### src/rtl/core/audio_frame_mean_rms_normalizer_assert.svh
// assertion macros for the frame normalizer
`ifndef AUDIO_FRAME_MEAN_RMS_NORMALIZER_ASSERT_SVH
`define AUDIO_FRAME_MEAN_RMS_NORMALIZER_ASSERT_SVH

// same-cycle implication, sampled on i_clk, off during reset
`define AFMRN_ASSERT_NOW(lbl, ante, cons) \
    lbl: assert property (@(posedge i_clk) disable iff (!i_rst_n) (ante) |-> (cons)) \
        else $error("afmrn assertion failed");

// next-cycle implication, sampled on i_clk, off during reset
`define AFMRN_ASSERT_NEXT(lbl, ante, cons) \
    lbl: assert property (@(posedge i_clk) disable iff (!i_rst_n) (ante) |=> (cons)) \
        else $error("afmrn assertion failed");

`endif

### src/rtl/core/afmrn_pkg.sv
// shared types and constants of the frame normalizer
package afmrn_pkg;

    localparam int SMP_W   = 16;
    localparam int LEN_W   = 7;
    localparam int EPS_W   = 32;
    localparam int FN_W    = 16;
    localparam int D_W     = 24;
    localparam int MW      = 62;
    localparam int ROOT_W  = 31;
    localparam int NUM_W   = 48;
    localparam int QUO_W   = 18;
    localparam int FRAC_SH = 12;
    localparam int CIDX_W  = 2;

    localparam logic [CIDX_W-1:0] CFG_FRAME_LEN = 2'd0;
    localparam logic [CIDX_W-1:0] CFG_HOP_LEN   = 2'd1;
    localparam logic [CIDX_W-1:0] CFG_EPSILON   = 2'd2;

    localparam logic [LEN_W-1:0] HOP_MAX       = 7'd64;
    localparam logic [LEN_W-1:0] FRAME_RST     = 7'd64;
    localparam logic [LEN_W-1:0] HOP_RST       = 7'd32;
    localparam logic [EPS_W-1:0] EPS_RST       = 32'd1;

    typedef struct packed {
        logic start;
    } t_div_ctl;

    typedef struct packed {
        logic busy;
        logic done;
    } t_div_sts;

endpackage

### src/rtl/core/afmrn_div.sv
// iterative restoring divider, one quotient bit per cycle
module afmrn_div import afmrn_pkg::*; (
    input  logic              i_clk,
    input  logic              i_rst_n,
    input  t_div_ctl          i_ctl,
    input  logic [NUM_W-1:0]  i_num,
    input  logic [ROOT_W-1:0] i_den,
    output t_div_sts          o_sts,
    output logic [QUO_W-1:0]  o_quo
);

    localparam int CNT_W = $clog2(QUO_W);

    logic [ROOT_W:0]      r_rem;
    logic [QUO_W-1:0]     r_lo;
    logic [QUO_W-1:0]     r_quo;
    logic [CNT_W-1:0]     r_cnt;
    logic                 r_busy;
    logic                 r_done;
    logic [ROOT_W:0]      rem_sh;
    logic                 fits;

    always_comb begin
        rem_sh = {r_rem[ROOT_W-1:0], r_lo[QUO_W-1]};
        fits   = rem_sh >= {1'b0, i_den};
    end

    always_ff @(posedge i_clk) begin
        if (!i_rst_n) begin
            r_busy <= 1'b0;
            r_done <= 1'b0;
            r_cnt  <= '0;
        end else if (i_ctl.start) begin
            // quotient is known to fit QUO_W bits, so the high part is below the divisor
            r_rem  <= (ROOT_W+1)'(i_num[NUM_W-1:QUO_W]);
            r_lo   <= i_num[QUO_W-1:0];
            r_quo  <= '0;
            r_cnt  <= '0;
            r_busy <= 1'b1;
            r_done <= 1'b0;
        end else if (r_busy) begin
            r_rem <= fits ? rem_sh - {1'b0, i_den} : rem_sh;
            r_lo  <= {r_lo[QUO_W-2:0], 1'b0};
            r_quo <= {r_quo[QUO_W-2:0], fits};
            r_cnt <= r_cnt + 1'b1;
            if (r_cnt == CNT_W'(QUO_W-1)) begin
                r_busy <= 1'b0;
                r_done <= 1'b1;
            end
        end else begin
            r_done <= 1'b0;
        end
    end

    assign o_sts.busy = r_busy;
    assign o_sts.done = r_done;
    assign o_quo      = r_quo;

endmodule

### config.mk
export PLATFORM = sky130hd
export DESIGN_NAME = afmrn_div
export DESIGN_NICKNAME = d
export VERILOG_FILES = /design/src/rtl/core/audio_frame_mean_rms_normalizer_assert.svh /design/src/rtl/core/afmrn_pkg.sv /design/src/rtl/core/afmrn_div.sv
export SDC_FILE = /design/constraint.sdc
export NUM_CORES = 1
export LEC_CHECK = 0
export ABC_AREA = 1
export BUFFER_PORTS_ARGS = -buffer_cell sky130_fd_sc_hd__buf_4
export CAP_MARGIN = 40
export CELL_PAD_IN_SITES_DETAIL_PLACEMENT = 1
export CELL_PAD_IN_SITES_GLOBAL_PLACEMENT = 1
export CORE_MARGIN = 2
export CORE_UTILIZATION = 37
export CTS_CLUSTER_SIZE = 25
export DETAILED_ROUTE_END_ITERATION = 6
export PLACE_DENSITY_LB_ADDON = 0.12
export SLEW_MARGIN = 20
export SYNTH_ARGS = -nofsm -noshare
export SYNTH_HDL_FRONTEND = slang
export SYNTH_SLANG_ARGS = --single-unit
### constraint.sdc
create_clock -name i_clk -period 5.05 [get_ports i_clk]
set_input_delay 0.7575 -clock i_clk [delete_from_list [all_inputs] [get_ports i_clk]]
set_output_delay 0.7575 -clock i_clk [all_outputs]
set_load 0.01 [all_outputs]
## Word level (Yosys, flattened, before mapping)

Index checks and enable logic that the tools add are counted.

| operators by class | value |
|---|---|
| order comparisons | 1 |
| mux-type cells | 9 |
| reductions and logical operators | 4 |
| bitwise logic cells | 2 |
| add/subtract/negate cells | 2 |
| equality and inequality tests | 1 |

Operators with widths:

| cell | count |
|---|---|
| 2-to-1 mux 31 bit | 2 |
| 2-to-1 mux 18 bit | 3 |
| greater-or-equal comparator 32 x 31 -> 1 bit | 1 |
| subtractor 31 bit | 1 |
| 2-to-1 mux 30 bit | 1 |
| adder 5 x 1 -> 5 bit, second input constant | 1 |
| equality test 5 bit, second input constant | 1 |
| 2-to-1 mux 1 bit | 3 |
| OR reduction 3 bit | 1 |
| inverter 1 bit | 2 |
| AND reduction 2 bit | 1 |
| nonzero test 2 bit | 1 |
| OR reduction 2 bit | 1 |

| storage, ports and cells | value |
|---|---|
| logic and storage cells | 26 |
| bits of input ports | 82 |
| flip-flop bits (word level) | 74 |

## Longest topological paths before layout

| depth | value |
|---|---|
| depth after elaboration | 4 |
| mapped depth | 17 |

## Least setup slack after synthesis

Ideal clock, no wire load.

| timing | value |
|---|---|
| kind | input to register |
| start | input i_ctl |
| end | register r_busy |
| slack | 0.115 ns |
| data arrival time | 4.861 ns |
| data required time | 4.976 ns |
| library setup time | 0.074 ns |
| stages | 5 |
| path through | inv_1 -> clkbuf_1 -> a21oi_1 -> o21ai_0 -> inv_1 |

| on the way | value |
|---|---|
| longest elaborated chain between the ends | 1 |

RTL lines:

| element | RTL line | text |
|---|---|---|
| start: declaration | afmrn_div.sv:5 | `input t_div_ctl i_ctl,` |
| 2-to-1 mux 1 bit | afmrn_div.sv:33 | `end else if (i_ctl.start) begin` |
| end signal: assignment | afmrn_div.sv:30 | `r_busy <= 1'b0;` |
| end signal: assignment | afmrn_div.sv:39 | `r_busy <= 1'b1;` |
| end signal: assignment | afmrn_div.sv:47 | `r_busy <= 1'b0;` |
| end: declaration | afmrn_div.sv:18 | `logic r_busy;` |

Every way passes these cells.
A chain may end at the register's enable or synchronous reset.

## Final worst setup path

| timing | value |
|---|---|
| start | input i_den[0] |
| end | register r_rem[26] (data pin) |

| on the way | value |
|---|---|
| longest elaborated chain between the ends | 4 |
| elaborated cells on any way between the ends | 5 |
| those cells by class | add/sub: 1; order compare: 1; mux: 3 |

RTL lines:

| element | RTL line | text |
|---|---|---|
| start: declaration | afmrn_div.sv:7 | `input logic [ROOT_W-1:0] i_den,` |
| subtractor 31 bit / greater-or-equal comparator 32 x 31 -> 1 bit (equally long branches) | afmrn_div.sv:42, afmrn_div.sv:25 |  |
| 2-to-1 mux 31 bit * | afmrn_div.sv:42 | `r_rem <= fits ? rem_sh - {1'b0, i_den} : rem_sh;` |
| 2-to-1 mux 31 bit * | afmrn_div.sv:41 | `end else if (r_busy) begin` |
| 2-to-1 mux 30 bit * | afmrn_div.sv:33 |  |
| end signal: assignment | afmrn_div.sv:35 | `r_rem <= (ROOT_W+1)'(i_num[NUM_W-1:QUO_W]);` |
| end signal: assignment | afmrn_div.sv:42 |  |
| end: declaration | afmrn_div.sv:14 | `logic [ROOT_W:0] r_rem;` |

Mark *: on every way between the ends. The rest lies on a longest branch, timed or not. The select of a mux whose other input is x is not followed.

==> flow_summary_export.csv <==
group,metric,value,unit
run_status,status,"completed",
worst_setup_path,worstRegToRegCells,15,
die,initial_core_util,38.1,%
synthesis,yosys.area.top_type,"edfxtp_1",
synthesis,synth_edf_count,67,
synthesis,ys_warn_count,0,
power,ir_drop,0.151,mV
final_layout,final_common_cell,"nand2_1",
synthesis,synth_area,6090,µm²
sta,post-route-min-period,2950,ps
die,io_pins,102,
clocking,root_buffer,"clkbuf_16",
worst_setup_path,cpPeakStageDelay,410,ps
sta,min_period_over_period,58.4,%
final_layout,antenna_cells,0,
power,p_leak,3.99,nW
routing,drtAntennaViolNets,0,
sta,setup_viol,0,
grt,grt_usage,20.9,%
final_layout,drive_gt1_share,13.3,%
clocking,clkLatencyLatePin,340,ps
clocking,clkTransAtPathRegs,60,ps
clocking,post-cts-setup-buffers,0,
routing,drt_wl_total,17.6,mm
synthesis,seq_area_frac_synth,35.3,%
worst_setup_path,critPathKind,"in2reg",
routing,wl_per_cell,14.1,µm
worst_setup_path,critPathMaxFanout,33,
synthesis,async_flop_share,0,%
grt,grt-ovfl-total,0,
grt,grt_max_degree,69,
synthesis,synthTopCellsByArea,"edfxtp_1 33%, nand2_1 25%, inv_1 11%, ha_1 6.8%, nor2_1 4.3%",
die,rows,46,
worst_setup_path,cp_slowest_cell,"fa_1",
sta,worstMarginPinSlew,681,ps
sta,skew,12.1,ps
die,die_h,132,µm
clocking,cts_tree,"yes",
sta,relSlewSlack,54.6,%
clocking,h-tree-depth,3,
synthesis,synth_flop_cell,"edfxtp_1",
synthesis,syn_inst,932,
sta,drv_slew,0,
clocking,postCtsResizedCells,0,
die,dieArea,17500,µm²
synthesis,ys_ff_latch,74,
worst_setup_path,crit_chain,"buf_4 -> ha_1 -> fa_1 -> inv_1 -> nand2_1 -> nand2_1 -> nand3b_1 -> nand2_2 -> nand2_2 -> nand3_2 -> nand2_4 -> nand2_4 -> nand3_1 -> nand2_1 -> nand2_1",
routing,drc,0,
grt,grt_pass1_vias,6134,
final_layout,syn2layout_area_growth,20.6,%
worst_setup_path,worstSetupStartpointType,"input port",
worst_hold_path,hold_class,"reg2reg",
routing,drt-initial-drc-count,193,
routing,vias_per_cell,4.71,
worst_setup_path,crit_required,5140,ps
worst_setup_path,cp-end-kind,"register",
synthesis,postSynthAreaPerCell,6.53,µm²
die,fp.dieW,132,µm
worst_setup_path,crit_top_cell,"nand2_1",
worst_setup_path,cp.arrival,3040,ps
routing,vias,5869,
final_layout,layout_common_cells,"406 x nand2_1, 180 x inv_1, 103 x buf_4",
grt,antenna_found_initial,0,
placed_design,dpl.hpwl,13.8,mm
clocking,postCtsHoldBufs,0,
sta,setup_tns,0,ps
worst_hold_path,whs_path_depth,1,
grt,grt_pass1_wl,29.9,mm
synthesis,synth_fp_nets,1048,
sta,rsz0062_at_grt,"false",
sta,hold_violations,0,
power,power_density,282,nW/µm²
routing,first_pass_iters,4,
synthesis,ys_types,35,
synthesis,synth_top_area_share,33.0,%
die,core_region_area,16000,µm²
clocking,clk_path_buf_depth,2,
placed_design,portBuffers,101,
run,maxCapViolCount,0,
power,finalPower,0.00207,W
clocking,clock_sinks,74,
final_layout,layout.nets,1143,
placed_design,globalplace.congestion,0.857,
clocking,cts_buffers,9,
sta,max_freq,339,MHz
==> synth_stat cells (4+ instances only) <==
cell / number
xnor2_1: 14
clkbuf_1: 9
nand3_1: 49
a21oi_1: 22
nand4_1: 9
buf_4: 5
dfxtp_1: 7
inv_1: 180
ha_1: 33
o21ai_0: 5
nand2_2: 4
edfxtp_1: 67
nand3b_1: 18
nand2_1: 406
nor2_1: 69
==> final timing paths <==
| kind | startpoint | endpoint | slack [ps] |
|---|---|---|---|
| worst max-delay path | i_den[0] | r_rem[26]$_DFFE_PP_ | 2100 |
| worst min register to register | r_cnt[4]$_SDFFE_PP0P_ | r_cnt[4]$_SDFFE_PP0P_ | 460 |
| worst min-delay path | r_cnt[4]$_SDFFE_PP0P_ | r_cnt[4]$_SDFFE_PP0P_ | 460 |
| worst max register to register | r_lo[17]$_DFFE_PP_ | r_rem[26]$_DFFE_PP_ | 2270 |
==> flip-flops by register name, indices dropped and copies added (netlist names) <==
name / cells
o_quo: 18
r_cnt: 5
r_done: 1
r_rem: 31
r_busy: 1
r_lo: 18
==> worst max-delay path, delay by kind of cell <==
family,cells,cell delay (ps)
buffers and inverters,2,240
adders and majority gates,2,630
and+or+nand+nor,11,1410
==> logic make-up (layout without fill, tap and decap cells) <==
family / count (synthesis) / count (layout) / synth area share, %
AO/OA/AOI/OAI: 35 / 35 / 3.14
buffers and inverters: 202 / 301 / 12.9
flip-flops: 74 / 74 / 35.3
XOR/XNOR: 15 / 15 / 2.16
adder cells (fa/ha/maj): 34 / 34 / 7.11
AND/OR/NAND/NOR: 572 / 572 / 39.3
==> per-stage QoR <==
stage	hold WS [ps]	utilization, %	worst slack, ps	area (µm²)	std cells
after global placement	446	44.0	1880	7040	1231
final	457	45.9	2100	7340	1247
after detailed placement	447	44.1	1750	7060	1232
after floorplan	422	-	115	6090	932
after CTS	460	45.9	2100	7340	1247
after global routing	498	45.9	1880	7340	1247
==> per-layer routing <==
metal / part of all wire (%) / routed length [µm] / vias up / GRT usage [%]
met5: 0 / 0 / - / 0
met4: 1.7 / 301 / 0 / 5.50
met3: 3.2 / 559 / 15 / 3.27
met2: 48 / 8460 / 95 / 36.1
met1: 47 / 8310 / 2726 / 27.4
li1: - / - / 3033 / -
==> where the power goes <==
group          internal, W  switching [W]  total [W]
registers         0.000732      0.0000232   0.000755
clock network     0.000377       0.000271   0.000648
logic             0.000252       0.000416   0.000668
==> final cells by class <==
| class | count | area [µm²] |
|---|---|---|
| Fill cell | 2160 | 8660 |
| Multi-Input combinational cell | 656 | 3160 |
| Sequential cell | 74 | 2150 |
| Timing Repair Buffer | 104 | 793 |
| Inverter | 182 | 683 |
| Tap cell | 216 | 270 |
| Clock buffer | 9 | 225 |
| Clock inverter | 6 | 58.8 |
(Power assumes the default switching activity.)
